$ cat config.mk
export PLATFORM = sky130hd
export DESIGN_NAME = prseg_ctrl
export DESIGN_NICKNAME = d
export VERILOG_FILES = /design/src/design/prseg_pkg.sv /design/src/design/prseg_ctrl.sv
export SDC_FILE = /design/constraint.sdc
export NUM_CORES = 1
export LEC_CHECK = 0
export CORE_AREA = 2 2 39 41
export DETAILED_ROUTE_END_ITERATION = 8
export DIE_AREA = 0 0 41 43
export DONT_BUFFER_PORTS = 1
export PLACE_DENSITY = 0.39
export SLEW_MARGIN = 25
export SYNTH_ARGS = -nofsm -noshare
export SYNTH_HDL_FRONTEND = slang
export SYNTH_SLANG_ARGS = --single-unit
$ cat constraint.sdc
create_clock -name clk -period 1.36 [get_ports clk]
set_input_delay 0.068 -clock clk [delete_from_list [all_inputs] [get_ports clk]]
set_output_delay 0.068 -clock clk [all_outputs]
set_load 0.01 [all_outputs]
$ cat src/design/prseg_pkg.sv
// Package for the color-tolerant pixel run segmenter.
// Holds the field widths, register codes, metric codes, arithmetic constants and the
// controller/datapath interface types. It depends on nothing.
`default_nettype none

package prseg_pkg;

  localparam int ROW_PIX_MAX = 4096;
  localparam int MAX_ROWS   = 4096;

  localparam int COL_W      = 12;
  localparam int ROW_W      = 12;
  localparam int CLR_W      = 8;
  localparam int METRIC_W   = 2;
  localparam int THR_W      = 15;
  localparam int RWID_W     = 13;
  localparam int CFG_IDX_W  = 2;
  localparam int CFG_DATA_W = 15;

  localparam int ROW_CAP_I  = (MAX_ROWS - 1 > 4095) ? 4095 : MAX_ROWS - 1;
  localparam logic [ROW_W-1:0]  ROW_CAP     = ROW_W'(ROW_CAP_I);
  localparam logic [COL_W-1:0]  LAST_COL_MAX = COL_W'(ROW_PIX_MAX - 1);
  localparam logic [RWID_W-1:0] WIDTH_LIMIT  = RWID_W'(ROW_PIX_MAX);

  localparam logic [THR_W-1:0]  THR_RESET    = 15'd20480;
  localparam logic [RWID_W-1:0] RWID_RESET   = 13'd4096;

  // Full scale of the similarity in units of 1/256 percent.
  localparam logic [THR_W-1:0]  FULL_PCT     = 15'd25600;
  localparam logic [29:0]       FULL_PCT_SQ  = 30'd655360000;
  localparam logic [17:0]       EUC_MAX2     = 18'd195075;
  localparam logic [9:0]        MAN_MAX      = 10'd765;
  localparam logic [9:0]        COS_SCALE    = 10'd625;

  typedef enum logic [CFG_IDX_W-1:0] {
    CFG_METRIC    = 2'd0,
    CFG_THRESHOLD = 2'd1,
    CFG_ROW_WIDTH = 2'd2
  } cfg_idx_t;

  typedef enum logic [METRIC_W-1:0] {
    METRIC_EUCLID    = 2'd0,
    METRIC_MANHATTAN = 2'd1,
    METRIC_COSINE    = 2'd2,
    METRIC_NONE      = 2'd3
  } metric_t;

  typedef struct packed {
    logic load;
    logic commit;
  } prseg_cmd_t;

  typedef struct packed {
    logic out_empty;
  } prseg_sts_t;

  typedef struct packed {
    logic [COL_W-1:0] start_col;
    logic [COL_W-1:0] end_col;
    logic [ROW_W-1:0] row;
    logic [CLR_W-1:0] red;
    logic [CLR_W-1:0] green;
    logic [CLR_W-1:0] blue;
    logic             last;
  } seg_word_t;

endpackage

`default_nettype wire

$ cat src/design/prseg_ctrl.sv
// Controller state machine of the pixel run segmenter.
// Sequences one pixel through the datapath stages; depends on prseg_pkg.
`default_nettype none

module prseg_ctrl (
  input  wire logic               clk,
  input  wire logic               rst_n,
  input  wire logic               in_valid,
  output logic                    in_ready,
  input  wire prseg_pkg::prseg_sts_t sts,
  output prseg_pkg::prseg_cmd_t   cmd
);
  import prseg_pkg::*;

  typedef enum logic [4:0] {
    ST_IDLE   = 5'b00001,
    ST_PROD   = 5'b00010,
    ST_MUL    = 5'b00100,
    ST_WIDE   = 5'b01000,
    ST_DECIDE = 5'b10000
  } state_t;

  state_t state_r;
  state_t state_nxt;

  always_comb begin
    state_nxt  = state_r;
    cmd.load   = 1'b0;
    cmd.commit = 1'b0;
    case (state_r)
      ST_IDLE: begin
        if (in_valid) begin
          cmd.load  = 1'b1;
          state_nxt = ST_PROD;
        end
      end
      ST_PROD: begin
        state_nxt = ST_MUL;
      end
      ST_MUL: begin
        state_nxt = ST_WIDE;
      end
      ST_WIDE: begin
        state_nxt = ST_DECIDE;
      end
      ST_DECIDE: begin
        if (sts.out_empty) begin
          cmd.commit = 1'b1;
          state_nxt  = ST_IDLE;
        end
      end
      default: begin
        state_nxt = ST_IDLE;
      end
    endcase
  end

  assign in_ready = (state_r == ST_IDLE);

  always_ff @(posedge clk) begin
    if (!rst_n) begin
      state_r <= ST_IDLE;
    end else begin
      state_r <= state_nxt;
    end
  end

endmodule

`default_nettype wire

# Word level (Yosys, flattened, before mapping)
# Index checks and enable logic that the tools add are counted.
dict set report op_classes {
  n_eq_ne 7
  mux 7
  reduce_logical 1
}
# op count
set ops {}
lappend ops {{5-bit one-hot mux with 5 select lines} 1}
lappend ops {{5-bit two-way mux} 2}
lappend ops {{5-bit by 1-bit equality test with 1-bit output (second input constant)} 1}
lappend ops {{5-bit by 2-bit equality test with 1-bit output (second input constant)} 1}
lappend ops {{5-bit by 3-bit equality test with 1-bit output (second input constant)} 1}
lappend ops {{5-bit by 4-bit equality test with 1-bit output (second input constant)} 1}
lappend ops {{5-bit equality test (second input constant)} 1}
lappend ops {{1-bit two-way mux} 4}
lappend ops {{2-bit inequality test (second input constant)} 2}
lappend ops {{2-bit AND reduction} 1}
dict set report totals {
  regBits 5
  output_inout_bits 3
}

# Depth between registers and ports, before layout
# Gate-level depths: netlist (run 1).
dict set report logic_depth {
  depth_word 3
  depth_mapped 3
}

# Worst setup path after synthesis (run 1)
# No wires, ideal clock.
dict set report synth_path {
  kind {reg-to-reg}
  startpoint {register state_r[1]}
  endpoint {register state_r[0]}
  arrival_time_ns 0.826
  required_time_ns 1.246
  path_slack_ns 0.420
  path_stages_with_launch 4
  path_buffers 0
  period_less_slack_ns 0.940
  cell_sequence {dfxtp_1 > nor2_1 > a41o_1 > a21o_1}
}
dict set report synth_between {
  elab_chain_len 3
  word_cells_on_any_way 9
}
# item line
set synth_rtl {}
lappend synth_rtl {{start: declaration} prseg_ctrl.sv:23} ;# state_t state_r;
lappend synth_rtl {{start signal: assignment} prseg_ctrl.sv:64} ;# state_r <= state_nxt;
lappend synth_rtl {{5-bit equality test / 5-bit by 1-bit equality test with 1-bit output (equally long branches)} prseg_ctrl.sv:30} ;# case (state_r)
lappend synth_rtl {{2-bit inequality test (no line)} -}
lappend synth_rtl {{2-bit AND reduction (no line)} -}
# Several ways; a longest one is shown, not always the timed one.
# A chain may end at the register's enable or synchronous reset.

==> run metrics, run 1 <==
Critical Path Source=state_r[1]; sw frac=0.252; max reg flops=5; Area growth syn-to-layout=27.2%; Post-Syn Area per Cell=approximately 9.4 um^2; Pleak=around 0.13 nW; Total GRT Usage=0.0833; Mapped Cells=26; root buffer cell=clkbuf_4; kind of critical path=flip-flop to output port; CTS clk-pin slew, worst paths=0.05 ns; total CTS buffers=3; EDFF count, synth=0; Setup crit start kind=flip-flop; layout cells sized above 1=0.156; setup TNS=0 ns; sequential power share=0.424; Distinct cells, synth=18; core area=~0.0014 mm^2; gr ovfl total=0; Async SR Flop Fraction=0; Die H=between 40 and 50 um; endpoints failing hold=0; P_sw=0.0989 mW; Post-DRT Antenna Nets=0; Final min period=about 1.2 ns; # setup viols final=0; Comb power frac=0.128; worst hold start=rst_n; post-cts sizing count=0; commonest non-fill, non-tap cell in the layout=dfxtp_1; largest net degree at the start of global routing=8; Clock Sinks=5; Max Clk Rate=0.817 GHz; RSZ-0062 raised after global routing=false; slew margin rel.=0.840; CP arrival=1.16 ns; number of global-route vias before repair=between 200 and 250; Tot Pwr=between 0.3 and 0.4 mW; Via Count=~210; hpwl dp=between 300 and 400 um; most common flop cell mapped by yosys=dfxtp_1; Storage cell area=100 um^2; Worst Hold Class=input port to flip-flop; CTS tree=done; sequential area share after synthesis=0.410; commonest non-fill, non-tap cells in the layout=dfxtp_1, clkbuf_4; Initial DRC Count=7; register bit total from synthesis=5; first-pass GRT wire length=~830 um; die area=between 0.0015 and 0.002 mm^2; worst path required time=between 1 and 1.5 ns; Final Cycle Share=0.900; Initial Utilization=0.176; antenna violations before repair=0; FILL cells=156; Syn Nets=30; number of cell rows=14; vias per cell=4.44; antenna cells=0; Initial DRT Pass Iterations=3; NumNets Final=37; Routed WL per cell=approximately 11 um; Max clock buf depth=2; Max H-tree Level=1; multi-input logic area=approximately 140 um^2; worst vdd ir=approximately 0.21 mV; worst r2r src=state_r[0]; final core utilization=0.224; total wire length=537 um; clock share of power=0.448; Ports=7; Routability Congestion=between 0.5 and 0.6; Setup Skew=between 0.005 and 0.006 ns; maximum fanout along the worst path=6; Mapped Area=244 um^2; slew at the pin with the worst max-slew slack=about 0.24 ns; endpoint type of the worst setup path=output port; residual DRC count=0; Yosys warning total=0; Internal=0.293 mW; Worst-Skew Late Latency=approximately 0.24 ns; count of pins over their slew limit=0; Port Buffers=0; Largest regs=state_r x5; Most flops, register=state_r; Pwr Density=roughly 1300 mW/mm^2; status=finished, final reports clean; Max-cap violations=0; Die Span X=a little over 40 um
[synthesized netlist by cell type, drive strengths merged, types with 2 or more instances]
library cell | instances | share of area
inv | 2 | 0.031
and3 | 2 | 0.072
dfxtp | 5 | 0.41
nor4b | 2 | 0.072
o21ai | 2 | 0.041
nor2 | 3 | 0.077
[repair_timing]
action,4_1_cts,5_1_grt
buffers inserted,0,0
endpoints found under the hold margin,3,0
hold buffers,2,0
endpoints found under the setup margin,0,0
[power by group through the flow]
stage / logic, mW / registers [mW] / clock network [mW]
after floorplan: 0.0400 / 0.166 / 0
after global placement: 0.0458 / 0.168 / 0
after detailed placement: 0.0452 / 0.168 / 0
after CTS: 0.0509 / 0.166 / 0.181
after global routing: 0.0548 / 0.167 / 0.197
final: 0.0503 / 0.166 / 0.176
[worst max-delay path, cell delays in order, from the launching register on]
cell	delay, ns
dfxtp_1	0.35
nor2_1	0.16
and3_4	0.22
and2_1	0.18
[per-stage QoR]
step / worst slack, ns / hold WS (ns) / instances / instance area, um^2
final: 0.136 / 0.0654 / 48 / 310
after global routing: 0.0538 / 0.0753 / 48 / 310
after CTS: 0.125 / 0.0600 / 48 / 310
after detailed placement: 0.297 / 0.231 / 42 / 264
after global placement: 0.278 / 0.220 / 42 / 264
after floorplan: 0.420 / 0.214 / 26 / 244
[worst paths after layout]
| path | endpoint | slack [ns] | cells after the start |
|---|---|---|---|
| max | cmd[1] | 0.14 | 3 |
| min | state_r[4] | 0.07 | 3 |
| max reg2reg | state_r[0] | 0.29 | 3 |
| min reg2reg | state_r[3] | 0.54 | 1 |
[cells by family after synthesis]
family | after synthesis | share of synthesized area
AND/OR/NAND/NOR | 13 | 0.380
AO/OA/AOI/OAI | 5 | 0.144
flip-flops | 5 | 0.410
buffers and inverters | 2 | 0.0308
XOR/XNOR | 1 | 0.0359
[routing by layer]
| layer | GRT usage | share of wire |
|---|---|---|
| met3 | 0.0628 | 0.069 |
| met1 | 0.0547 | 0.34 |
| met5 | 0 | 0 |
| met2 | 0.122 | 0.57 |
| met4 | 0.100 | 0.022 |
[final cells by class]
class / instances / share of cell area
clock buffers: 4 / 0.0847
inverters: 2 / 0.0242
repair buffers: 2 / 0.0645
well taps: 16 / 0.0645
multi-input cells: 19 / 0.440
flip-flops and latches: 5 / 0.323
Note: power is estimated with default switching activity, not from simulation.
==> run 2: changes to the inputs <==
--- a/config.mk
+++ b/config.mk
@@ -9,6 +9,7 @@
 export DETAILED_ROUTE_END_ITERATION = 8
 export DIE_AREA = 0 0 41 43
 export DONT_BUFFER_PORTS = 1
+export MAX_ROUTING_LAYER = met4
 export PLACE_DENSITY = 0.39
 export SLEW_MARGIN = 25
 export SYNTH_ARGS = -nofsm -noshare
==> run 2 against run 1 <==
  * Die area unchanged
  * Critical path depth unchanged
  * Sequential share of layout area unchanged
  * Critical endpoint unchanged
  * Highest routed layer unchanged
  * Flip-flop and latch count unchanged
  * Setup slack worse by 0.0010 ns
  * Maximum frequency about the same
  * Via count up 3.3%
  * Register-to-register slack about the same
==> run metrics, run 2 (same netlist as run 1, synthesis figures left out) <==
status=finished, final reports clean; slew margin rel.=0.840; root buffer cell=clkbuf_4; Post-DRT Antenna Nets=0; Area growth syn-to-layout=27.2%; Total GRT Usage=0.0854; layout cells sized above 1=0.156; NumNets Final=37; dpl cells=42; first-pass GRT wire length=~830 um; maximum fanout along the worst path=6; antenna cells=0; # setup viols final=0; Port Buffers=0; largest net degree at the start of global routing=8; Max Clk Rate=roughly 0.82 GHz; worst vdd ir=between 0.2 and 0.25 mV; slew at the pin with the worst max-slew slack=around 0.24 ns; Routability Congestion=0.570; number of global-route vias before repair=211; gr ovfl total=0; Setup Buffers After CTS=0; Final min period=1.22 ns; crit-path max cell delay=about 0.35 ns; Clock Sinks=5; Routed WL per cell=between 10 and 15 um; Initial DRC Count=4; CP cell instances=nor2_1 -> and3_4 -> and2_1; commonest non-fill, non-tap cells in the layout=dfxtp_1, clkbuf_4; Most flops, register=state_r; Ports=7; residual DRC count=0; CP bufs+invs=0; Setup crit start kind=flip-flop; critical path's top delay family=simple AND/OR/NAND/NOR gates; RSZ-0062 raised after global routing=false; Pwr Density=1260 mW/mm^2; max reg flops=5; hpwl dp=~370 um; kind of critical path=flip-flop to output port; Setup Skew=just under 0.004 ns; count of pins over their slew limit=0; worst hold slack=around 0.064 ns; Final Cycle Share=0.901; Worst-Skew Late Latency=approximately 0.24 ns; core area=about 0.0014 mm^2; worst path required time=roughly 1.3 ns; antenna violations before repair=0; Largest regs=state_r x5; endpoints failing hold=0; Die H=~43 um; endpoint type of the worst setup path=output port; vias per cell=between 4 and 5; CTS clk-pin slew, worst paths=around 0.05 ns; Via Count=220; Max-cap violations=0; commonest non-fill, non-tap cell in the layout=dfxtp_1; number of cell rows=14; slowest CP cell=dfxtp_1; Max clock buf depth=2; Initial Utilization=0.176; die area=around 0.0018 mm^2; Max H-tree Level=1; CP arrival=~1.2 ns; Final WS setup=around 0.14 ns; total CTS buffers=3; total wire length=approximately 530 um; Pleak=0.134 nW; CTS tree=done; worst slack, placed=between 0.2 and 0.3 ns; final std cells w/o fill=between 40 and 50; Worst Hold Class=input port to flip-flop; Initial DRT Pass Iterations=4; Die Span X=just over 40 um; setup TNS=0 ns
==> run 2: final cells by class <==
class,count,area [um^2]
Multi-Input combinational cell,19,136
Timing Repair Buffer,2,20.0
Sequential cell,5,100
Clock buffer,4,26.3
Fill cell,156,1070
Inverter,2,7.51
Tap cell,16,20.0
==> run 2: timing repair <==
| action | 4_1_cts | 5_1_grt |
|---|---|---|
| resized for setup | 0 | 0 |
| endpoints found under the hold margin | 3 | 0 |
| hold buffers | 2 | 0 |
==> run 2: worst register-to-register path: stages, from the launching register on <==
cell	delay, ns
dfxtp_1	0.36
nor3_1	0.26
o21ai_0	0.16
a21o_1	0.18
==> run 2: per-layer routing <==
layer  routed length, um  track usage
met1                 176       0.0547
met2                 303        0.122
met3                  44       0.0628
met4                   8        0.100
met5                   0            -
==> run 2: final timing paths <==
check	start	end	slack, ns	cells past startpoint
min	rst_n	state_r[4]	0.06	3
max	state_r[1]	cmd[1]	0.14	3
min reg2reg	state_r[1]	state_r[3]	0.54	1
max reg2reg	state_r[0]	state_r[0]	0.29	3
==> run 2: through the flow <==
step / instance area (um^2) / util / power (mW)
2_1_floorplan: 244 / - / 0.206
3_3_place_gp: 264 / 0.191 / 0.213
3_5_place_dp: 264 / 0.191 / 0.214
4_1_cts: 310 / 0.224 / 0.398
5_1_grt: 310 / 0.224 / 0.419
6_report: 310 / 0.224 / 0.391
==> run 2: power breakdown <==
group / switching (mW) / leakage [nW] / internal (mW)
clock: 0.0635 / 0.0150 / 0.111
combinational: 0.0225 / 0.0778 / 0.0277
sequential: 0.0120 / 0.0408 / 0.154
total: 0.0980 / 0.134 / 0.293
